**src/design/smtd_pkg.sv**
```systemverilog
// Shared types and constants for the stereo multitap delay chorus.
// No dependencies; every design file imports this package.
package smtd_pkg;

    localparam int SAMPLE_BITS = 16;
    localparam int OUT_BITS    = 22;
    localparam int GAIN_BITS   = 4;

    localparam int MAIN_DELAY  = 7000;
    localparam int TAP1_DELAY  = 180;
    localparam int TAP2_DELAY  = 340;

    localparam int MAIN_W = (MAIN_DELAY > 1) ? $clog2(MAIN_DELAY) : 1;
    localparam int TAP1_W = (TAP1_DELAY > 1) ? $clog2(TAP1_DELAY) : 1;
    localparam int TAP2_W = (TAP2_DELAY > 1) ? $clog2(TAP2_DELAY) : 1;

    // both channels share one memory per line, channel is the address MSB
    localparam int MAIN_DEPTH = 2 << MAIN_W;
    localparam int TAP1_DEPTH = 2 << TAP1_W;
    localparam int TAP2_DEPTH = 2 << TAP2_W;

    localparam int SUM_BITS  = SAMPLE_BITS + 2;
    localparam int PROD_BITS = SUM_BITS + GAIN_BITS + 1;

    localparam int CFG_IDX_W  = 2;
    localparam int CFG_DATA_W = GAIN_BITS;

    localparam logic [CFG_IDX_W-1:0] CFG_TAP_GAIN   = 2'd0;
    localparam logic [CFG_IDX_W-1:0] CFG_DRY_ENABLE = 2'd1;
    localparam logic [CFG_IDX_W-1:0] CFG_WET_ENABLE = 2'd2;

    localparam logic [GAIN_BITS-1:0] GAIN_RESET = 4'd2;

    localparam logic CH_RIGHT = 1'b0;
    localparam logic CH_LEFT  = 1'b1;

    typedef struct packed {
        logic signed [SAMPLE_BITS-1:0] sample;
        logic                          ch;
        logic [MAIN_W-1:0]             mp;
        logic [TAP1_W-1:0]             p1;
        logic [TAP2_W-1:0]             p2;
        logic                          main_vld;
        logic                          tap1_vld;
        logic                          tap2_vld;
    } t_cmd;

    typedef struct packed {
        logic signed [OUT_BITS-1:0] dry;
        logic signed [OUT_BITS-1:0] wet;
        logic                       ch;
        logic                       dry_en;
        logic                       wet_en;
    } t_res;

    typedef struct packed {
        logic                   we;
        logic [CFG_IDX_W-1:0]   index;
        logic [CFG_DATA_W-1:0]  data;
    } t_cfg;

endpackage

```
**src/design/smtd_out.sv**
```systemverilog
// Result queue and serializer: holds up to two dry/wet pairs and emits
// the dry result before the wet one. Uses smtd_pkg.
module smtd_out (
    input  logic           i_clk,
    input  logic           i_rst_n,
    input  logic           i_push,
    input  smtd_pkg::t_res i_res,
    output logic           o_res_ready,
    output logic           o_valid,
    input  logic           i_ready,
    output logic signed [smtd_pkg::OUT_BITS-1:0] o_sample_out,
    output logic           o_is_wet,
    output logic           o_channel,
    output logic           o_last
);
    import smtd_pkg::*;

    t_res       r_q [2];
    logic       r_wp, r_rp;
    logic [1:0] r_cnt;
    logic       r_wet_phase;   // dry part of the head entry already sent
    t_res       head;
    logic       send_dry, pop, take;

    assign head        = r_q[r_rp];
    assign o_res_ready = (r_cnt != 2'd2);
    assign o_valid     = (r_cnt != 2'd0);

    assign send_dry     = head.dry_en && !r_wet_phase;
    assign o_sample_out = send_dry ? head.dry : head.wet;
    assign o_is_wet     = !send_dry;
    assign o_channel    = head.ch;
    assign o_last       = !send_dry || !head.wet_en;

    assign take = o_valid && i_ready;
    assign pop  = take && o_last;

    always_ff @(posedge i_clk) begin
        if (i_push) begin
            r_q[r_wp] <= i_res;
        end
    end

    always_ff @(posedge i_clk) begin
        if (!i_rst_n) begin
            r_wp        <= 1'b0;
            r_rp        <= 1'b0;
            r_cnt       <= 2'd0;
            r_wet_phase <= 1'b0;
        end else begin
            if (i_push) r_wp <= ~r_wp;
            if (pop)    r_rp <= ~r_rp;
            if (take)   r_wet_phase <= !o_last;
            case ({i_push, pop})
                2'b10:   r_cnt <= r_cnt + 2'd1;
                2'b01:   r_cnt <= r_cnt - 2'd1;
                default: r_cnt <= r_cnt;
            endcase
        end
    end

endmodule

```
**config.mk**
```make
export PLATFORM = sky130hd
export DESIGN_NAME = smtd_out
export DESIGN_NICKNAME = d
export VERILOG_FILES = /design/src/design/smtd_pkg.sv /design/src/design/smtd_out.sv
export SDC_FILE = /design/constraint.sdc
export NUM_CORES = 1
export LEC_CHECK = 0
export ABC_AREA = 1
export CORE_ASPECT_RATIO = 0.6
export CORE_MARGIN = 3
export CORE_UTILIZATION = 47
export DETAILED_ROUTE_END_ITERATION = 8
export DONT_BUFFER_PORTS = 1
export GPL_ROUTABILITY_DRIVEN = 0
export GPL_TIMING_DRIVEN = 0
export PLACE_DENSITY_LB_ADDON = 0.15
export REMOVE_ABC_BUFFERS = 1
export SYNTH_ARGS = -nofsm -noshare
export SYNTH_HDL_FRONTEND = slang
export SYNTH_SLANG_ARGS = --single-unit
```
**constraint.sdc**
```tcl
create_clock -name i_clk -period 3.75 [get_ports i_clk]
set_input_delay 0.75 -clock i_clk [delete_from_list [all_inputs] [get_ports i_clk]]
set_output_delay 0.75 -clock i_clk [all_outputs]
set_load 0.05 [all_outputs]
```
# Yosys cells after proc, flatten, opt, wreduce, memory -nomap -nowiden
# Memory sizes are Yosys's and may differ from the RTL's. A register that Yosys moved wholly into a read port is not among the register bits.
# Index checks and enable logic that the tools add are counted.
[word_totals]
ff_bits = 5
ram_bits = 94
memories = 1
in_bits = 51
word_cells = 28
[mem_list]
columns = ["name", "depth", "width", "rd", "rd_ports_with_merged_regs", "write_ports", "line_no", "source"]
rows = [
  ["r_q", 2, 47, 1, 1, 1, "smtd_out.sv:18", "t_res r_q [2];"],
]
[op_classes]
n_mux = 6
n_addsub = 2
reduce_logical = 10
eq_ne = 3
bitwise_logic = 2
[op_table]
columns = ["op", "count"]
rows = [
  ["two-way mux 22 bit", 1],
  ["zero test 1 bit", 4],
  ["two-way mux 1 bit", 4],
  ["one-hot mux 2 bit (2 select lines)", 1],
  ["nonzero test 2 bit", 2],
  ["logical AND 1 bit", 3],
  ["adder 2 x 1 -> 2 bit (second input constant)", 1],
  ["== test 2 x 1 -> 1 bit (second input constant)", 1],
  ["== test 2 bit (second input constant)", 1],
  ["!= test 2 bit (second input constant)", 1],
  ["NOT 1 bit", 2],
  ["subtractor 2 x 1 -> 2 bit (second input constant)", 1],
  ["logical OR 1 bit", 1],
]

# Logic depth before layout (Yosys ltp)
# Gate-level depths: netlist of run 1.
[logic_depth]
ltp_word = 7
ltp_mapped = 10
depth_no_buf = 10

# Worst setup path before layout of run 1
# Ideal clock, no wire load.
[synth_timing]
path_type = "input to register"
startpoint = "input i_push"
endpoint = "memory r_q[0][0] (netlist name), enable pin"
path_slack_ps = 515
stages = 2
setup_ps = 453
arrival_time_ps = 2782
n_path_buf = 0
cell_sequence = "inv_1 > nor2_1"
[synth_via]
elab_chain_len = 2
[synth_rtl]
columns = ["item", "line_no", "source"]
rows = [
  ["start: declaration", "smtd_out.sv:6", "input logic i_push,"],
  ["two-way mux 1 bit", "smtd_out.sv:39", "if (i_push) begin"],
  ["two-way mux 1 bit (implied by the code)", "smtd_out.sv:40", "r_q[r_wp] <= i_res;"],
  ["end: declaration", "smtd_out.sv:18", ""],
]
# Every way passes these cells.

==> results of run 1 <==
-- registers in the layout, summed over array words and instances (netlist names), named ones only --
name         flops
r_wp             1
r_cnt            2
r_q             94
r_wet_phase      1
r_rp             1
-- kinds of logic (layout without fill, tap and decap cells) --
kind of cell / after synthesis / in the layout / synth area share
flip-flops: 100 / 100 / 0.737
buffers and inverters: 18 / 26 / 0.0335
multiplexers: 22 / 22 / 0.0551
AND/OR/NAND/NOR: 50 / 50 / 0.0676
adder cells (fa/ha/maj): 1 / 1 / 0.00313
AO/OA/AOI/OAI: 51 / 51 / 0.104
-- placed cells by master (no fill, tap or decap) --
cell type / netlist / routed
a21oi_1: 2 / 2
a21oi_2: 1 / 1
a31oi_1: 1 / 1
buf_12: 0 / 3
bufinv_16: 0 / 1
clkbuf_1: 0 / 1
clkbuf_16: 0 / 9
clkbuf_8: 0 / 1
clkinv_2: 0 / 1
clkinvlp_4: 0 / 1
dfxtp_1: 6 / 5
dfxtp_2: 0 / 1
edfxtp_1: 94 / 94
ha_1: 1 / 1
inv_1: 6 / 5
inv_2: 1 / 2
inv_6: 0 / 2
mux2i_1: 22 / 22
nand2_1: 13 / 13
nand2_2: 2 / 2
nand2_4: 1 / 1
nand3_1: 1 / 1
nand3_2: 1 / 1
nor2_1: 9 / 8
nor2_4: 1 / 2
o211ai_1: 11 / 11
o211ai_2: 11 / 11
o21ai_0: 3 / 3
o21ai_1: 10 / 9
o21ai_2: 12 / 13
or2_0: 2 / 2
or2_1: 4 / 4
or2_2: 16 / 16
-- worst max-delay path by stage --
stage,slack (ns),cells after the start,from,end
after floorplan,-0.24,4,register,o_sample_out[10]
after global placement,-1.28,4,register,o_sample_out[2]
after detailed placement,0.46,4,register,o_sample_out[2]
after CTS,0.09,4,register,o_sample_out[2]
after global routing,-0.04,4,register,o_sample_out[6]
final,0.15,4,register,o_sample_out[6]
-- routing by layer --
layer / vias up / part of all wire / GRT usage
li1: 926 / - / -
met4: 0 / 0.0091 / 0.0519
met3: 5 / 0.12 / 0.102
met2: 63 / 0.45 / 0.217
met5: - / 0 / 0
met1: 921 / 0.42 / 0.170
-- repair_timing --
item,4_1_cts,5_1_grt
buffers inserted,0,0
resized for setup,0,1
endpoints found under the setup margin,0,5
-- through the flow --
| step | hold WS, ns | setup slack [ns] |
|---|---|---|
| final | 0.503 | 0.149 |
| after detailed placement | 0.485 | 0.463 |
| after global routing | 0.479 | -0.0419 |
| after floorplan | 0.458 | -0.236 |
| after CTS | 0.488 | 0.0858 |
| after global placement | 0.479 | -1.28 |
-- power by group --
group	leakage (nW)	switching (W)	internal (W)	total [W]
Clock	0.147	0.000378	0.000539	0.000917
Sequential	0.932	0.0000316	0.00129	0.00132
Combinational	0.331	0.000445	0.000111	0.000556
-- critical path: stages, from the launching register on --
cell and delay (ns):
dfxtp_2 0.72, nor2_1 0.17, nor2_4 0.17, nand2_4 0.44, o21ai_1 0.99
-- area by class of cell --
| cell class | instances | share of cell area |
|---|---|---|
| sequential | 100 | 0.669 |
| multi-input combinational | 124 | 0.211 |
| clock buffer | 11 | 0.0552 |
| tap | 108 | 0.0307 |
| clock inverter | 5 | 0.0137 |
| timing repair buffer | 3 | 0.0137 |
| inverter | 7 | 0.00597 |
==> out/qor.yml, run 1 <==
outcome:
  run_status: "complete, no violations"
synthesis:
  syn_inst: 242
  ys.flop_type: "edfxtp_1"
  synthTopCellsByArea: "edfxtp_1, mux2i_1, o211ai_2"
  ys_seq_area_frac: 0.737
  synth-seq-cells: 100
  synth_common_cells: "edfxtp_1, mux2i_1, or2_2, nand2_1, o21ai_2"
  synth_area_um2: 4000
  synth_top_area_frac: 0.707
  ys_async_sr_fraction: 0
  yosysMostFrequentCell: "edfxtp_1"
  synth_cell_types: 27
  ys.warnings.count: 0
  yosysTopAreaCell: "edfxtp_1"
  synth_area_per_cell_um2: 16.5
  synth-edff-count: 94
layout:
  drive_above_1_share: 0.272
  fin_cells: 358
  layout.nets: 297
  regArea_um2: 2940
  multi_input_area_um2: 930
  diodes: 0
  final_core_util: 0.545
  area_delta_synth_final_pct: 10.1
  fillCellCount: 655
  design_area_um2: 4400
worst_hold_path:
  hp-class: "input port to register"
  hold_path_depth: 0
  hold_start: "i_res[37]"
  whs_endpoint: "r_q[0][37]"
timing:
  finalClockSkew_ns: 0.00373
  relSlewSlack: 0.320
  slew_violations: 0
  clock.fmax_mhz: 278
  period_needed_ns: 3.60
  hold_violations: 0
  post-route-period-util: 0.960
  setup_tns_ns: 0
  worst_pin_slew_ns: 1.01
  setup_violations: 0
  rsz0062_at_grt: "true"
cts:
  tritoncts: "built"
  cts_made_buffers: 9
  clk_latency_ns: 0.33
  postCtsHoldBufs: 0
  root_buffer: "clkbuf_16"
  path_clk_slew_ns: 0.07
  cts.path.max_buffers: 2
  htreeDepth: 3
  cts.sinks: 100
route:
  antenna_left: 0
  dr.pass1.iters: 4
  drcViolationCount: 0
  wire_per_inst_um: 18.6
  wl_um: 6670
  viasPerCell: 5.35
  drt-initial-drc-count: 144
  vias: 1915
placement:
  placed_cell_area_um2: 4090
  portBuffers: 0
  placedCellCount: 342
  post-dp-hpwl_um: 4200
setup_path:
  critPathMaxFanout: 45
  required_ns: 3.00
  criticalPathCategory: "register to output port"
  start_kind: "register"
  r2r_end: "r_cnt[1]"
  reg2reg_slack_ns: 1.19
  worstPathArrival_ns: 2.85
  rr_worst_depth: 10
  endpoint_kind: "output port"
power:
  finalPower_w: 0.00280
  powerDensity_nw_per_um2: 636
  p_leak_nw: 1.41
  irDropWorstVdd_mv: 0.330
floorplanning:
  rows: 25
  initial_core_util: 0.495
  die_w_um: 125
  die-area_um2: 9680
  pin_count: 78
  core_um2: 8070
  dieHeight_um: 77.4
flow_run:
  maxCapViolations: 0
global_routing:
  grt_pass1_vias: 1957
  grt_pass1_wl_um: 10400
  grt.total_usage: 0.147
  grt_max_degree: 46
  grt_antenna_before_repair: 0
  grt_overflow_total: 0
Power figures use the tool's default switching activity.
==> inputs of run 2 (changes only) <==
--- a/config.mk
+++ b/config.mk
@@ -6,6 +6,8 @@
 export NUM_CORES = 1
 export LEC_CHECK = 0
 export ABC_AREA = 1
+export CELL_PAD_IN_SITES_DETAIL_PLACEMENT = 0
+export CELL_PAD_IN_SITES_GLOBAL_PLACEMENT = 1
 export CORE_ASPECT_RATIO = 0.6
 export CORE_MARGIN = 3
 export CORE_UTILIZATION = 47
==> out/qor.yml, run 2 (synthesized netlist as in run 1, its figures left out) <==
outcome:
  run_status: "complete, no violations"
cts:
  clk_latency_ns: 0.33  # about the same
  cts.sinks: 100  # unchanged
  cts.path.max_buffers: 2  # unchanged
  path_clk_slew_ns: 0.06  # about the same
  postCtsHoldBufs: 0  # unchanged
  htreeDepth: 3  # unchanged
  root_buffer: "clkbuf_16"
  cts_setup_buffers: 0  # unchanged
  cts_made_buffers: 9  # unchanged
  tritoncts: "built"
global_routing:
  grt_pass1_wl_um: 10400  # about the same
  grt_overflow_total: 0  # unchanged
  grt_pass1_vias: 1987  # +1.5%
  grt.total_usage: 0.148  # +0.000731
  grt_antenna_before_repair: 0  # unchanged
  grt_max_degree: 46  # unchanged
layout:
  multi_input_area_um2: 941  # +1.2%
  largest_register: "r_q"
  area_delta_synth_final_pct: 9.52
  regArea_um2: 2940  # unchanged
  design_area_um2: 4380  # -0.51%
  layout_common_cells: "edfxtp_1, mux2i_1, o21ai_2, or2_2, nand2_1"
  diodes: 0  # unchanged
  drive_above_1_share: 0.280  # +0.00800
  mostFrequentLayoutCell: "edfxtp_1"
  reg.largest.list: "r_q (94), r_cnt (2)"
  largest_reg_flops: 94  # unchanged
  layout.nets: 297  # unchanged
  fillCellCount: 648  # -1.1%
power:
  finalPower_w: 0.00270  # -3.3%
  irDropWorstVdd_mv: 0.369  # +12%
  powerDensity_nw_per_um2: 618  # -2.8%
  p_leak_nw: 1.40  # -0.59%
timing:
  slew_violations: 0  # unchanged
  setup_violations: 0  # unchanged
  clock.fmax_mhz: 274  # -1.4%
  relSlewSlack: 0.344  # +0.0246
  finalClockSkew_ns: 0.00303  # -0.000694 ns
  worst_pin_slew_ns: 0.977  # -0.0367 ns
  period_needed_ns: 3.65  # +0.0513 ns
  rsz0062_at_grt: "true"
  hold_violations: 0  # unchanged
  post-route-period-util: 0.974  # +0.0137
placement:
  portBuffers: 0  # unchanged
  placed_cell_area_um2: 4090  # unchanged
  post-dp-hpwl_um: 4110  # -2.1%
route:
  wire_per_inst_um: 18.3  # -1.9%
  antenna_left: 0  # unchanged
  drcViolationCount: 0  # unchanged
  drt-initial-drc-count: 130  # -9.7%
  dr.pass1.iters: 4  # unchanged
  vias: 1893  # -1.1%
  wl_um: 6540  # -1.9%
  viasPerCell: 5.29  # -1.1%
worst_hold_path:
  hold_start: "r_cnt[1]"
  hp-class: "register to register"
setup_path:
  criticalPathCategory: "register to output port"
  rr_worst_depth: 10  # unchanged
  crit_end: "o_sample_out[4]"
  required_ns: 3.00  # about the same
  r2r_end: "r_cnt[1]"
  reg2reg_slack_ns: 1.22  # +0.03 ns
  worstPathArrival_ns: 2.90  # +0.05 ns
  critPathMaxFanout: 45  # unchanged
  endpoint_kind: "output port"
  start_kind: "register"
floorplanning:
  core_um2: 8070  # unchanged
  initial_core_util: 0.495  # unchanged
  rows: 25  # unchanged
  die_w_um: 125  # unchanged
  die-area_um2: 9680  # unchanged
  dieHeight_um: 77.4  # unchanged
  pin_count: 78  # unchanged
flow_run:
  maxCapViolations: 0  # unchanged
run 2: routing by layer:
layer	wire, um	up-vias	global-route usage
li1	-	920	-
met5	0	-	0
met1	2620	904	0.163
met2	2960	61	0.226
met3	879	8	0.105
met4	80	0	0.0519
run 2: report_power, final:
group	switching, W	total [W]	internal (W)	leakage [nW]
Sequential	0.0000325	0.00132	0.00129	0.932
Combinational	0.000446	0.000559	0.000113	0.335
Clock	0.000369	0.000818	0.000449	0.134
run 2: how the worst min path moves through the flow:
stage	slack, ns	endpoint	depth (start not counted)
2_1_floorplan	0.46	r_cnt[1]	2
3_3_place_gp	0.48	r_cnt[1]	2
3_5_place_dp	0.47	r_cnt[1]	2
4_1_cts	0.48	r_cnt[1]	2
5_1_grt	0.48	r_q[0][43]	0
6_report	0.49	r_cnt[1]	2
run 2: metrics by stage:
| step | hold WS, ns | setup WS (ns) | setup TNS (ns) | util | std cells |
|---|---|---|---|---|---|
| 6_report | 0.487 | 0.0974 | 0 | 0.542 | 358 |
| 5_1_grt | 0.477 | -0.0916 | -0.376 | 0.542 | 358 |
| 4_1_cts | 0.483 | 0.0625 | 0 | 0.540 | 358 |
| 2_1_floorplan | 0.458 | -0.236 | -2.39 | - | 231 |
| 3_5_place_dp | 0.473 | 0.439 | 0 | 0.507 | 342 |
| 3_3_place_gp | 0.478 | -1.33 | -55.58 | 0.498 | 339 |
run 2: layout make-up:
class / count / share of cell area
clock buffers: 10 / 0.0523
clock inverters: 6 / 0.00915
inverters: 7 / 0.00601
multi-input cells: 124 / 0.215
flip-flops and latches: 100 / 0.673
well taps: 108 / 0.0309
repair buffers: 3 / 0.0137
run 2: timing repair:
item / 4_1_cts / 5_1_grt
hold endpoints to repair: 0 / 0
endpoints found under the setup margin: 0 / 10
resized for setup: 0 / 4
run 2: worst max-delay path, stage by stage, from the launching register on:
cell	delay, ns
dfxtp_2	0.75
nor2_1	0.18
nor2_4	0.17
nand2_4	0.43
o21ai_1	0.97
