===== config.mk =====
export PLATFORM = sky130hd
export DESIGN_NAME = smtd_front
export DESIGN_NICKNAME = d
export VERILOG_FILES = /design/src/design/smtd_pkg.sv /design/src/design/smtd_front.sv
export SDC_FILE = /design/constraint.sdc
export NUM_CORES = 1
export LEC_CHECK = 0
export BUFFER_PORTS_ARGS = -buffer_cell sky130_fd_sc_hd__buf_2
export CORE_ASPECT_RATIO = 1.75
export CORE_MARGIN = 10
export CORE_UTILIZATION = 45
export CTS_CLUSTER_SIZE = 14
export DETAILED_ROUTE_END_ITERATION = 10
export SLEW_MARGIN = 25
export SYNTH_ARGS = -nofsm -noshare
export SYNTH_HDL_FRONTEND = slang
export SYNTH_SLANG_ARGS = --single-unit

===== constraint.sdc =====
create_clock -name i_clk -period 6.2 [get_ports i_clk]
set_input_delay 0.62 -clock i_clk [delete_from_list [all_inputs] [get_ports i_clk]]
set_output_delay 0.62 -clock i_clk [all_outputs]
set_load 0.01 [all_outputs]

===== src/design/smtd_pkg.sv =====
// Shared types and constants for the stereo multitap delay chorus.
// No dependencies; every design file imports this package.
package smtd_pkg;

    localparam int SAMPLE_BITS = 16;
    localparam int OUT_BITS    = 22;
    localparam int GAIN_BITS   = 4;

    localparam int MAIN_DELAY  = 7000;
    localparam int TAP1_DELAY  = 180;
    localparam int TAP2_DELAY  = 340;

    localparam int MAIN_W = (MAIN_DELAY > 1) ? $clog2(MAIN_DELAY) : 1;
    localparam int TAP1_W = (TAP1_DELAY > 1) ? $clog2(TAP1_DELAY) : 1;
    localparam int TAP2_W = (TAP2_DELAY > 1) ? $clog2(TAP2_DELAY) : 1;

    // both channels share one memory per line, channel is the address MSB
    localparam int MAIN_DEPTH = 2 << MAIN_W;
    localparam int TAP1_DEPTH = 2 << TAP1_W;
    localparam int TAP2_DEPTH = 2 << TAP2_W;

    localparam int SUM_BITS  = SAMPLE_BITS + 2;
    localparam int PROD_BITS = SUM_BITS + GAIN_BITS + 1;

    localparam int CFG_IDX_W  = 2;
    localparam int CFG_DATA_W = GAIN_BITS;

    localparam logic [CFG_IDX_W-1:0] CFG_TAP_GAIN   = 2'd0;
    localparam logic [CFG_IDX_W-1:0] CFG_DRY_ENABLE = 2'd1;
    localparam logic [CFG_IDX_W-1:0] CFG_WET_ENABLE = 2'd2;

    localparam logic [GAIN_BITS-1:0] GAIN_RESET = 4'd2;

    localparam logic CH_RIGHT = 1'b0;
    localparam logic CH_LEFT  = 1'b1;

    typedef struct packed {
        logic signed [SAMPLE_BITS-1:0] sample;
        logic                          ch;
        logic [MAIN_W-1:0]             mp;
        logic [TAP1_W-1:0]             p1;
        logic [TAP2_W-1:0]             p2;
        logic                          main_vld;
        logic                          tap1_vld;
        logic                          tap2_vld;
    } t_cmd;

    typedef struct packed {
        logic signed [OUT_BITS-1:0] dry;
        logic signed [OUT_BITS-1:0] wet;
        logic                       ch;
        logic                       dry_en;
        logic                       wet_en;
    } t_res;

    typedef struct packed {
        logic                   we;
        logic [CFG_IDX_W-1:0]   index;
        logic [CFG_DATA_W-1:0]  data;
    } t_cfg;

endpackage


===== src/design/smtd_front.sv =====
// Front end: accepts samples, tracks channel, pointers and line fill state,
// and queues one command per sample for the back end. Uses smtd_pkg.
module smtd_front (
    input  logic                               i_clk,
    input  logic                               i_rst_n,
    input  logic                               i_valid,
    output logic                               o_ready,
    input  logic signed [smtd_pkg::SAMPLE_BITS-1:0] i_sample_in,
    output logic                               o_cmd_valid,
    output smtd_pkg::t_cmd                     o_cmd,
    input  logic                               i_cmd_pop
);
    import smtd_pkg::*;

    logic              r_ch;
    logic [MAIN_W-1:0] r_mp;
    logic [TAP1_W-1:0] r_p1;
    logic [TAP2_W-1:0] r_p2;
    // set once a line has wrapped: every entry has then been written
    logic              r_main_full, r_tap1_full, r_tap2_full;

    t_cmd        r_q [2];
    logic        r_wp, r_rp;
    logic [1:0]  r_cnt;
    logic        push;
    t_cmd        cmd_in;

    logic main_wrap, tap1_wrap, tap2_wrap;

    assign o_ready     = (r_cnt != 2'd2);
    assign o_cmd_valid = (r_cnt != 2'd0);
    assign o_cmd       = r_q[r_rp];
    assign push        = i_valid && o_ready;

    assign main_wrap = (r_mp == MAIN_W'(MAIN_DELAY - 1));
    assign tap1_wrap = (r_p1 == TAP1_W'(TAP1_DELAY - 1));
    assign tap2_wrap = (r_p2 == TAP2_W'(TAP2_DELAY - 1));

    always_comb begin
        cmd_in.sample   = i_sample_in;
        cmd_in.ch       = r_ch;
        cmd_in.mp       = r_mp;
        cmd_in.p1       = r_p1;
        cmd_in.p2       = r_p2;
        cmd_in.main_vld = r_main_full;
        cmd_in.tap1_vld = r_tap1_full;
        cmd_in.tap2_vld = r_tap2_full;
    end

    always_ff @(posedge i_clk) begin
        if (push) begin
            r_q[r_wp] <= cmd_in;
        end
    end

    always_ff @(posedge i_clk) begin
        if (!i_rst_n) begin
            r_ch        <= CH_RIGHT;
            r_mp        <= '0;
            r_p1        <= '0;
            r_p2        <= '0;
            r_main_full <= 1'b0;
            r_tap1_full <= 1'b0;
            r_tap2_full <= 1'b0;
            r_wp        <= 1'b0;
            r_rp        <= 1'b0;
            r_cnt       <= 2'd0;
        end else begin
            if (push) begin
                r_wp <= ~r_wp;
                r_ch <= ~r_ch;
                if (r_ch == CH_LEFT) begin
                    r_mp <= main_wrap ? '0 : r_mp + 1'b1;
                    r_p1 <= tap1_wrap ? '0 : r_p1 + 1'b1;
                    r_p2 <= tap2_wrap ? '0 : r_p2 + 1'b1;
                    if (main_wrap) r_main_full <= 1'b1;
                    if (tap1_wrap) r_tap1_full <= 1'b1;
                    if (tap2_wrap) r_tap2_full <= 1'b1;
                end
            end
            if (i_cmd_pop) begin
                r_rp <= ~r_rp;
            end
            case ({push, i_cmd_pop})
                2'b10:   r_cnt <= r_cnt + 2'd1;
                2'b01:   r_cnt <= r_cnt - 2'd1;
                default: r_cnt <= r_cnt;
            endcase
        end
    end

endmodule


Word-level counts from Yosys, hierarchy flattened
Memory sizes are Yosys's and may differ from the RTL's. A register that Yosys moved wholly into a read port is not among the register bits.
Index checks and enable logic that the tools add are counted.
{"block": "word_totals", "ff_bits": 38, "ramBits": 100, "input_bits": 20, "output_inout_bits": 52, "word_cells": 40, "n_memories": 1}
{"block": "op_classes", "add_sub_neg": 5, "eq_ne": 6, "mux": 8, "bitwise": 3, "reduce_logical": 7}
{"memory": "r_q", "depth": 2, "width": 50, "rd": 1, "rd_ports_with_merged_regs": 1, "wr": 1, "line": "smtd_front.sv:22", "rtl": "t_cmd r_q [2];"}
{"operator": "13-bit by 1-bit adder with 13-bit output (second input constant)", "count": 1}
{"operator": "13-bit == test (second input constant)", "count": 1}
{"operator": "13-bit 2-to-1 mux", "count": 1}
{"operator": "9-bit by 1-bit adder with 9-bit output (second input constant)", "count": 1}
{"operator": "9-bit == test (second input constant)", "count": 1}
{"operator": "9-bit 2-to-1 mux", "count": 1}
{"operator": "3-bit AND reduction", "count": 3}
{"operator": "8-bit by 1-bit adder with 8-bit output (second input constant)", "count": 1}
{"operator": "8-bit == test (second input constant)", "count": 1}
{"operator": "8-bit 2-to-1 mux", "count": 1}
{"operator": "1-bit 2-to-1 mux", "count": 4}
{"operator": "2-bit one-hot mux with 2 select lines", "count": 1}
{"operator": "2-bit nonzero test", "count": 2}
{"operator": "1-bit NOT", "count": 3}
{"operator": "2-bit by 1-bit adder with 2-bit output (second input constant)", "count": 1}
{"operator": "2-bit by 1-bit == test with 1-bit output (second input constant)", "count": 1}
{"operator": "2-bit == test (second input constant)", "count": 1}
{"operator": "2-bit inequality test (second input constant)", "count": 1}
{"operator": "2-bit AND reduction", "count": 1}
{"operator": "2-bit by 1-bit subtractor with 2-bit output (second input constant)", "count": 1}
{"operator": "1-bit logical AND", "count": 1}

Logic depth before layout (Yosys ltp)
Gate-level depths: netlist (run 1).
{"block": "depth", "depth_word": 4, "mapped_depth": 9, "depth_no_buf": 7}

Worst setup path before layout (run 1)
Ideal clock, no wire load.
{"block": "synth_path", "kind": "reg-to-reg", "startpoint": "register r_cnt[0]", "endpoint": "memory r_q[0][0] in the netlist's numbering (enable)", "t_arrival_ns": 3.295, "t_required_ns": 5.742, "setup_slack_ns": 2.447, "path_stages_with_launch": 7, "n_path_buf": 2, "cell_sequence": "dfxtp_1 -> nor2b_1 -> buf_6 -> inv_1 -> clkbuf_1 -> nand2_1 -> nor2_1"}
{"block": "synth_via", "elab_chain_len": 4}
{"item": "from (decl)", "line": "smtd_front.sv:24", "rtl": "logic [1:0] r_cnt;"}
{"item": "from (signal assigned)", "line": "smtd_front.sv:85", "rtl": "2'b10: r_cnt <= r_cnt + 2'd1;"}
{"item": "from (signal assigned)", "line": "smtd_front.sv:86", "rtl": "2'b01: r_cnt <= r_cnt - 2'd1;"}
{"item": "from (signal assigned)", "line": "smtd_front.sv:87", "rtl": "default: r_cnt <= r_cnt;"}
{"item": "2-bit inequality test", "line": "smtd_front.sv:30", "rtl": "assign o_ready = (r_cnt != 2'd2);"}
{"item": "via o_ready", "line": "smtd_front.sv:7", "rtl": "output logic o_ready,"}
{"item": "1-bit logical AND", "line": "smtd_front.sv:33", "rtl": "assign push = i_valid && o_ready;"}
{"item": "1-bit 2-to-1 mux", "line": "smtd_front.sv:51", "rtl": "if (push) begin"}
{"item": "1-bit 2-to-1 mux (implied by the code)", "line": "smtd_front.sv:52", "rtl": "r_q[r_wp] <= cmd_in;"}
{"item": "to (decl)", "line": "smtd_front.sv:22"}
The timed path passes the listed nets, and every way through them passes these cells.

Worst setup path in the final report (run 1)
{"block": "layout_path", "startpoint": "register r_cnt[1]", "endpoint": "output port o_ready"}
{"block": "layout_via", "elab_chain_len": 1}
{"item": "2-bit inequality test", "line": "smtd_front.sv:30"}
{"item": "to (decl)", "line": "smtd_front.sv:7"}
Every way passes these cells.

==> out/metrics.csv, run 1 <==
stage,metric,value,unit
status,status,finished clean,
routing,routed vias/inst,5.34,
pwr,Clock Power Share,42.7,%
routing,number of remaining DRC errors,0,
clock_network,# clock sinks,139,
pwr,switching part of the total power,23.4,%
synth,post-synthesis mux area share,10.4,%
worst_setup_path,CP Class,register to output port,
clock_network,clk buf depth,2,
pwr,Worst VDD drop,0.215,mV
pwr,Gate power share,10.8,%
global_routing,GRT overflow,0,
global_routing,vias in the first global route,3329,
synth,sequential area share after synthesis,70.0,%
clock_network,Root Buffer,clkbuf_16,
sta,actual slew at the worst max-slew pin,772,ps
routing,DRT iter0 DRCs,88,
pwr,register share of total power,46.6,%
synth,Synth Area in Simple Gates,10.3,%
sta,final setup fails,0,
synth,Yosys cell types,37,
clock_network,CTS tree,yes,
worst_setup_path,critical path launch point type,register,
layout,share of cells above drive strength 1,35.3,%
worst_hold_path,Hold Path Class,primary input to register,
synth,xor/xnor share of the synthesized area,3.57,%
synth,post-synthesis instance total,359,
synth,"EDFF count, synth",100,
global_routing,initial antenna violation count,0,
pwr,Leak,0.00234,uW
sta,Layout Skew,7.16,ps
sta,RSZ-0062 raised after global routing,no,
worst_setup_path,crit path buf inv count,2,
sta,fin crit period,2650,ps
sta,Final period util,42.8,%
clock_network,post-cts hold buffer count,0,
synth,top cell type's share of synthesized area,55.6,%
routing,average wire per standard cell,18.4,um
worst_setup_path,worst-path maximum fanout,13,
clock_network,cts bufs inserted,17,
clock_network,postcts setup bufs,0,
pwr,NetSw,555,uW
synth,top_reg_cell synth,edfxtp_1,
global_routing,first-pass GRT wire length,16800,um
floorplan,DIE AREA,0.0170,mm^2
layout,Nets,464,
pwr,internal power,1820,uW
floorplan,Die Y,165,um
worst_setup_path,Worst Path Required,5580,ps
place,Final GP Congestion,0.795,
synth,Yosys reg bits,139,
synth,"top cells by count, synth","edfxtp_1, mux2_2, dfxtp_1, nor2_1, nand2_1",
worst_setup_path,max incr delay on CP,610,ps
routing,Initial DRT Pass Iterations,4,
synth,Syn Area/Cell,15.1,um^2
global_routing,largest net degree at the start of global routing,51,
floorplan,die width,103,um
synth,synthesized area,0.00540,mm^2
worst_setup_path,"CP delay by family, top",buffers and inverters,
floorplan,Initial Util,46.4,%
floorplan,Core Region,0.0116,mm^2
sta,relative slew slack,48.2,%
worst_setup_path,Worst setup EP type,output port,
place,post-DP HPWL,7270,um
synth,cell taking the most area after synthesis,edfxtp_1,
sta,final hold vios,0,
flow_run,max-cap violation count,0,
sta,Fmax,0.377,GHz
layout,number of diodes,0,
synth,leading cell type by number of instances after synthesis,edfxtp_1,
global_routing,gr usage total,13.3,%
layout,"Area growth, synth to finish",20.2,%
synth,synth top area cells,"edfxtp_1, dfxtp_1, mux2_2, xnor2_1, xor2_1",
sta,setup TNS,0,ps
worst_setup_path,worst path cell trace,nor2b_1 > inv_1 > buf_2,
clock_network,H-tree levels,4,
routing,Routed Antenna Nets,0,
pwr,total power,2370,uW
synth,syn_nets,383,
clock_network,post-CTS resize count,0,
routing,DR vias,3141,
pwr,Power per Cell Area,365,mW/mm^2
routing,total routed wirelength,10800,um
synth,Compound-Gate Fraction of Synth Area,3.52,%
clock_network,Worst-Skew Late Latency,420,ps
synth,largest family of logic cells by synthesized area,multiplexers,
floorplan,row cnt,52,
floorplan,I/O pin count,72,
synth,Yosys warning count,0,
synth,post-synthesis adder-cell area fraction,0.926,%
place,PortBufs,71,
synth,"FFs w/ async S/R, synth",0,%
clock_network,"Clk pin slew, worst setup/hold paths",60,ps
sta,Slew Limit Fails,0,
worst_setup_path,CP max stage cell,nor2b_1,
worst_setup_path,arrival time at the worst endpoint,2030,ps
## area by class of cell
type,count,area [um^2]
Sequential cell,139,3780
Timing Repair Buffer,74,378
Multi-Input combinational cell,207,1560
Inverter,1,3.75
Clock buffer,17,425
Clock inverter,15,173
Tap cell,135,169
Fill cell,967,5150
## metrics by stage
step	util (%)	instance area, um^2	hold slack [ps]	cells	worst slack (ps)
final	55.8	6500	393	588	3550
after global routing	55.8	6500	374	588	3400
after CTS	55.8	6500	374	588	3550
after detailed placement	50.7	5900	452	556	3450
after global placement	50.7	5900	437	556	3630
after floorplan	-	5400	426	359	2450
## registers in the layout (all words and copies together), names as in the netlist, 2 cells and up, named ones only
| name | count |
|---|---|
| r_p2 | 9 |
| r_q | 100 |
| r_cnt | 2 |
| r_p1 | 8 |
| r_mp | 13 |
## cell usage in the layout (no fill, tap or decap), types with 3 or more instances in the layout
master,netlist,routed
edfxtp_1,100,100
buf_2,1,71
mux2_2,50,50
dfxtp_1,39,38
nor2_1,23,22
nand2_1,20,20
clkbuf_16,0,17
xnor2_1,12,12
xor2_1,10,10
nand3_1,10,10
and2_1,9,9
a21oi_1,8,8
nand4_1,7,7
o21ai_0,6,5
or3_1,5,5
a21boi_0,5,5
and4_1,4,4
or4_1,4,4
nor4_1,4,4
nor4b_1,4,4
ha_1,4,4
clkinvlp_4,0,4
nor4bb_1,3,3
o21ai_1,2,3
o31ai_1,3,3
o21a_1,3,3
bufinv_16,0,3
buf_4,0,3
## kinds of logic after synthesis
| kind of cell | after synthesis |
|---|---|
| AOI/OAI and AO/OA | 30 |
| xor gates and xnor gates | 22 |
| adders and majority gates | 4 |
| buffers and inverters | 13 |
| DFF | 139 |
| muxes | 50 |
| and+or+nand+nor | 101 |
## worst register-to-register path, stage by stage, from the launching register on
cell and delay [ps]:
dfxtp_1 360, nor2b_1 610, inv_1 390, nand2_1 320
ha_1 320, or3_1 350, a21boi_0 180
## metal layers
metal / wire [um] / vias up / global-route usage [%] / part of all wire [%]
met5: 0 / - / 0 / 0
met4: 225 / 0 / 6.35 / 2.1
met3: 466 / 20 / 4.27 / 4.3
met2: 5890 / 55 / 23.9 / 55
met1: 4210 / 1542 / 13.4 / 39
li1: - / 1524 / - / -
## final timing paths
check | slack [ps] | depth (start not counted) | end | startpoint
hold / removal | 390 | 1 | r_q[0][34] | i_sample_in[0]
setup reg to reg | 3590 | 6 | r_cnt[1] | r_cnt[1]
hold reg to reg | 470 | 0 | r_q[0][0] | r_tap2_full
setup / recovery | 3550 | 3 | o_ready | r_cnt[1]
## power groups by stage
stage / Clock (uW) / Combinational, uW / Sequential (uW)
floorplan: 0 / 166 / 1120
global placement: 0 / 259 / 1120
detailed placement: 0 / 264 / 1130
CTS: 1030 / 265 / 1110
global route: 1070 / 282 / 1110
finish: 1010 / 255 / 1110
No activity file was read; power rests on OpenSTA's default activity.
==> inputs of run 2 (changes only) <==
Clock period 6.2 ns to 2.6 ns, I/O delays scaled along.
==> out/metrics.csv, run 2 (synthesis gave the netlist of run 1 again) <==
stage,metric,value,unit,change
status,status,finished clean,,unchanged
place,Final GP Congestion,0.737,,was 0.795
clock_network,cts bufs inserted,17,,unchanged
layout,"Cell Count, Final, Fillers Out",593,,was 588
routing,DRT iter0 DRCs,89,,was 88
sta,setup TNS,0,ps,unchanged
global_routing,vias in the first global route,3281,,was 3329
worst_setup_path,CP max stage cell,o21ai_1,,was nor2b_1
sta,RSZ-0062 raised after global routing,no,,unchanged
global_routing,met3 Use GR,4.02,%,was 4.27%
global_routing,M2 GR Usage,24.5,%,was 23.9%
sta,Layout Skew,7.46,ps,was 7.16 ps
place,post-DP HPWL,7020,um,was 7270 um
routing,number of remaining DRC errors,0,,unchanged
sta,Fmax,0.488,GHz,
worst_setup_path,Worst setup EP type,register,,was output port
worst_setup_path,CP Class,register to register,,was register to output port
clock_network,Root Buffer,clkbuf_16,,unchanged
sta,Slew Limit Fails,0,,unchanged
clock_network,Worst-Skew Late Latency,410,ps,was 420 ps
floorplan,Initial Util,46.4,%,unchanged
sta,actual slew at the worst max-slew pin,861,ps,was 772 ps
floorplan,I/O pin count,72,,unchanged
layout,"most common cell after layout, fill and taps aside",edfxtp_1,,unchanged
worst_setup_path,Reg-to-Reg Start,r_mp[0],,was r_cnt[1]
floorplan,row cnt,52,,unchanged
routing,total routed wirelength,10500,um,was 10800 um
layout,number of diodes,0,,unchanged
worst_setup_path,Worst Setup SP,r_mp[0],,was r_cnt[1]
worst_setup_path,r2r setup slk,550,ps,was 3590 ps
flow_run,max-cap violation count,0,,unchanged
routing,routed vias/inst,5.35,,was 5.34
worst_setup_path,worst-path maximum fanout,11,,was 13
sta,fin crit period,2050,ps,
routing,Initial DRT Pass Iterations,4,,unchanged
layout,"commonest cells after routing, fill and taps aside","edfxtp_1, buf_2, mux2_2, dfxtp_1, nor2_1",,unchanged
worst_setup_path,r2r endpoint,r_mp[9],,was r_cnt[1]
worst_setup_path,worst path cell trace,ha_1 > and4_1 > nand3_1 > o21ai_1 > o21ba_1,,was nor2b_1 > inv_1 > buf_2
sta,relative slew slack,42.2,%,was 48.2%
place,PortBufs,71,,unchanged
layout,Largest regs,"r_q x100, r_mp x13, r_p2 x9",,unchanged
routing,average wire per standard cell,17.7,um,was 18.4 um
global_routing,initial antenna violation count,0,,unchanged
sta,Final period util,78.8,%,
pwr,Leak,0.00237,uW,was 0.00234 uW
pwr,Power per Cell Area,844,mW/mm^2,was 365 mW/mm^2
sta,final setup fails,0,,unchanged
worst_setup_path,Worst Path Required,2910,ps,was 5580 ps
layout,Nets,470,,was 464
sta,final hold vios,0,,unchanged
floorplan,Core Region,0.0116,mm^2,unchanged
global_routing,gr busiest metal,met2,,unchanged
clock_network,post-cts hold buffer count,0,,unchanged
worst_setup_path,end of the critical path,r_mp[9],,was o_ready
layout,max reg flops,100,,unchanged
clock_network,H-tree levels,4,,unchanged
routing,Routed Antenna Nets,0,,unchanged
clock_network,CTS tree,yes,,unchanged
clock_network,post-CTS resize count,0,,unchanged
layout,share of cells above drive strength 1,35.2,%,was 35.3%
worst_hold_path,Hold Path Class,primary input to register,,unchanged
routing,DR vias,3174,,was 3141
global_routing,GRT overflow,0,,unchanged
global_routing,first-pass GRT wire length,16600,um,was 16800 um
place,placed cell count,561,,was 556
global_routing,largest net degree at the start of global routing,51,,unchanged
pwr,Worst VDD drop,0.511,mV,was 0.215 mV
global_routing,gr usage total,13.0,%,was 13.3%
layout,largest register by flop count,r_q,,unchanged
floorplan,die width,103,um,unchanged
worst_setup_path,max incr delay on CP,710,ps,was 610 ps
floorplan,Die Y,165,um,unchanged
clock_network,"Clk pin slew, worst setup/hold paths",60,ps,about the same
clock_network,postcts setup bufs,0,,unchanged
worst_setup_path,reg2reg path depth,5,,was 6
clock_network,clk buf depth,2,,unchanged
floorplan,DIE AREA,0.0170,mm^2,unchanged
worst_setup_path,critical path launch point type,register,,unchanged
layout,"Area growth, synth to finish",20.7,%,was 20.2%
global_routing,met1 usage,12.3,%,was 13.4%
clock_network,# clock sinks,139,,unchanged
worst_setup_path,arrival time at the worst endpoint,2350,ps,was 2030 ps
## run 2: cell count changes in the layout (fill, tap and decap cells not counted), sizes merged
cell      before  now
buf           74   80
clkbuf        17   20
clkinvlp       4    1
clkinv         6    8
inv            3    1
bufinv         3    2
## run 2: worst min-delay path by stage
| stage | from | end | cells past startpoint |
|---|---|---|---|
| global route | i_sample_in[6] | r_q[0][40] | 1 |
| global placement | r_tap2_full | r_q[0][0] | 0 |
| finish | i_sample_in[9] | r_q[0][43] | 1 |
| detailed placement | r_tap2_full | r_q[1][0] | 0 |
| floorplan | i_sample_in[0] | r_q[0][34] | 0 |
| CTS | i_sample_in[7] | r_q[1][41] | 1 |
## run 2: where the power goes
group | total, uW | switching, uW | internal, uW
clock | 2210 | 827 | 1380
combinational | 654 | 366 | 288
sequential | 2640 | 58.2 | 2580
total | 5500 | 1250 | 4250
## run 2: final cells by class
| class | count | area (um^2) |
|---|---|---|
| clock buffers | 20 | 437 |
| clock inverters | 11 | 104 |
| fillers | 968 | 5120 |
| inverters | 1 | 3.75 |
| multi-input cells | 207 | 1560 |
| flip-flops and latches | 139 | 3780 |
| well taps | 135 | 169 |
| repair buffers | 80 | 460 |
## run 2: per-layer routing
metal / up-vias / routed length, um
met2: 56 / 5860
met1: 1573 / 3970
met3: 10 / 522
met5: - / 0
met4: 0 / 135
li1: 1535 / -
## run 2: critical path: cells and delay by family (launching register included)
family          cells  cell delay (ps)
compound gates      2              950
fa+ha+maj           1              250
simple gates        2              350
flops               1              400
## run 2: metrics by stage
step                power, uW  hold WS, ps  instance area [um^2]  setup WS, ps  utilization, %
finish                   5500         34.6                  6520           551            56.0
global route             5720         27.7                  6520           404            56.0
CTS                      5560         23.3                  6500           363            55.8
detailed placement       3350          449                  5960           367            51.2
global placement         3330          443                  5960           277            51.2
floorplan                3070          359                  5410           213               -
==> inputs of run 3 (changes only) <==
Clock period 2.6 ns to 2 ns, I/O delays scaled along.
==> out/metrics.csv, run 3 (synthesis gave the netlist of run 1 again) <==
stage,metric,value,unit,change
status,status,finished clean,,unchanged
worst_hold_path,Hold Path Class,primary input to register,,unchanged
pwr,internal power,5820,uW,was 4250 uW
layout,"most common cell after layout, fill and taps aside",edfxtp_1,,unchanged
floorplan,I/O pin count,72,,unchanged
pwr,register share of total power,45.8,%,was 48.0%
layout,Largest regs,"r_q x100, r_mp x13, r_p2 x9",,unchanged
clock_network,H-tree levels,4,,unchanged
sta,actual slew at the worst max-slew pin,538,ps,was 861 ps
place,post-DP HPWL,7120,um,was 7020 um
floorplan,die width,103,um,unchanged
global_routing,initial antenna violation count,0,,unchanged
global_routing,first-pass GRT wire length,17000,um,was 16600 um
routing,average wire per standard cell,17.8,um,was 17.7 um
clock_network,"Clk pin slew, worst setup/hold paths",50,ps,was 60 ps
layout,number of diodes,0,,unchanged
layout,max reg flops,100,,unchanged
layout,share of cells above drive strength 1,35.4,%,was 35.2%
layout,Register Area,0.00379,mm^2,was 0.00378 mm^2
sta,final hold vios,0,,unchanged
place,Final GP Congestion,0.776,,was 0.737
routing,Routed Antenna Nets,0,,unchanged
sta,Final period util,88.6,%,
sta,relative slew slack,64.0,%,was 42.2%
pwr,switching part of the total power,22.5,%,was 22.7%
sta,Layout Skew,9.92,ps,was 7.46 ps
sta,WHS,162,ps,was 34.6 ps
floorplan,Die Y,165,um,unchanged
layout,"commonest cells after routing, fill and taps aside","edfxtp_1, buf_2, mux2_2, dfxtp_1, nor2_1",,unchanged
floorplan,Core Region,0.0116,mm^2,unchanged
clock_network,clk buf depth,2,,unchanged
pwr,Leak,0.00247,uW,was 0.00237 uW
clock_network,Worst-Skew Late Latency,410,ps,about the same
place,PortBufs,71,,unchanged
layout,area of the multi-input gates,0.00158,mm^2,was 0.00156 mm^2
global_routing,vias in the first global route,3354,,was 3281
worst_setup_path,CP Class,register to output port,,was register to register
pwr,Gate power share,11.7,%,was 11.9%
layout,Nets,486,,was 470
worst_setup_path,r2r setup slk,250,ps,was 550 ps
layout,Final Core Density,58.2,%,was 56.0%
routing,number of remaining DRC errors,0,,unchanged
worst_setup_path,critical path launch point type,register,,unchanged
routing,Initial DRT Pass Iterations,4,,unchanged
sta,setup TNS,0,ps,unchanged
worst_setup_path,arrival time at the worst endpoint,1570,ps,was 2350 ps
sta,Fmax,0.564,GHz,
layout,Fillers,940,,was 968
clock_network,cts bufs inserted,17,,unchanged
clock_network,# clock sinks,139,,unchanged
pwr,Power per Cell Area,1110,mW/mm^2,was 844 mW/mm^2
routing,routed vias/inst,5.22,,was 5.35
clock_network,post-CTS resize count,0,,unchanged
layout,"Area growth, synth to finish",25.4,%,was 20.7%
floorplan,Initial Util,46.4,%,unchanged
pwr,Worst VDD drop,0.675,mV,was 0.511 mV
layout,design area,0.00678,mm^2,was 0.00652 mm^2
floorplan,row cnt,52,,unchanged
pwr,NetSw,1690,uW,was 1250 uW
pwr,total power,7510,uW,was 5500 uW
routing,DR vias,3178,,was 3174
sta,final setup fails,0,,unchanged
clock_network,CTS tree,yes,,unchanged
sta,Slew Limit Fails,0,,unchanged
global_routing,GRT overflow,0,,unchanged
place,Placed Area,0.00601,mm^2,was 0.00596 mm^2
layout,largest register by flop count,r_q,,unchanged
routing,total routed wirelength,10800,um,was 10500 um
floorplan,DIE AREA,0.0170,mm^2,unchanged
routing,DRT iter0 DRCs,84,,was 89
global_routing,gr usage total,13.2,%,was 13.0%
worst_setup_path,Worst setup EP type,output port,,was register
worst_setup_path,Worst Path Required,1800,ps,was 2910 ps
pwr,Clock Power Share,42.5,%,was 40.2%
flow_run,max-cap violation count,0,,unchanged
global_routing,largest net degree at the start of global routing,51,,unchanged
sta,RSZ-0062 raised after global routing,no,,unchanged
clock_network,Root Buffer,clkbuf_16,,unchanged
sta,fin crit period,1770,ps,
worst_setup_path,worst-path maximum fanout,50,,was 11
==> run 3: changes by cell type in the layout (fill, tap and decap cells not counted), sizes merged <==
cell / before / now
clkbuf: 20 / 18
bufinv: 2 / 4
dlygate4sd3: 0 / 16
==> run 3: routing by layer <==
metal  track usage (%)  wire length, um  up-vias
met1              13.3             4210     1547
met4              5.91              165        0
met5                 0                0        -
met2              24.1             6040       58
met3              4.14              407       10
li1                  -                -     1563
==> run 3: through the flow <==
step / cells / setup slack [ps]
floorplan: 359 / 0.359
detailed placement: 562 / 249
global placement: 562 / 307
finish: 609 / 227
global route: 609 / 127
CTS: 609 / 189
==> run 3: final timing paths <==
path,depth (start not counted),end,from
worst max-delay path,3,o_cmd[10],register
worst min-delay path,3,register,i_cmd_pop
worst max register to register,6,r_cnt[1],r_cnt[1]
worst min register to register,0,r_q[0][1],r_tap1_full
==> run 3: critical path, stage by stage (launching register included) <==
cell and delay [ps]:
dfxtp_2 340, buf_12 270, mux2_2 380, buf_2 140
==> run 3: layout make-up <==
class / count / area share, %
clock buffer: 18 / 6.33
tap: 135 / 2.49
multi-input combinational: 207 / 23.3
clock inverter: 13 / 2.60
timing repair buffer: 96 / 9.34
inverter: 1 / 0.0923
sequential: 139 / 55.9
==> run 3: repair_timing <==
| item | in CTS | in global routing |
|---|---|---|
| hold buffers | 16 | 0 |
| endpoints found under the hold margin | 32 | 0 |
| setup buffers | 0 | 0 |
==> run 3: power by group through the flow <==
stage	registers, uW	clock network (uW)	logic (uW)
after floorplan	3470	0	537
after global placement	3480	0	875
after detailed placement	3500	0	885
after CTS	3440	3270	914
after global routing	3460	3380	970
final	3440	3190	881
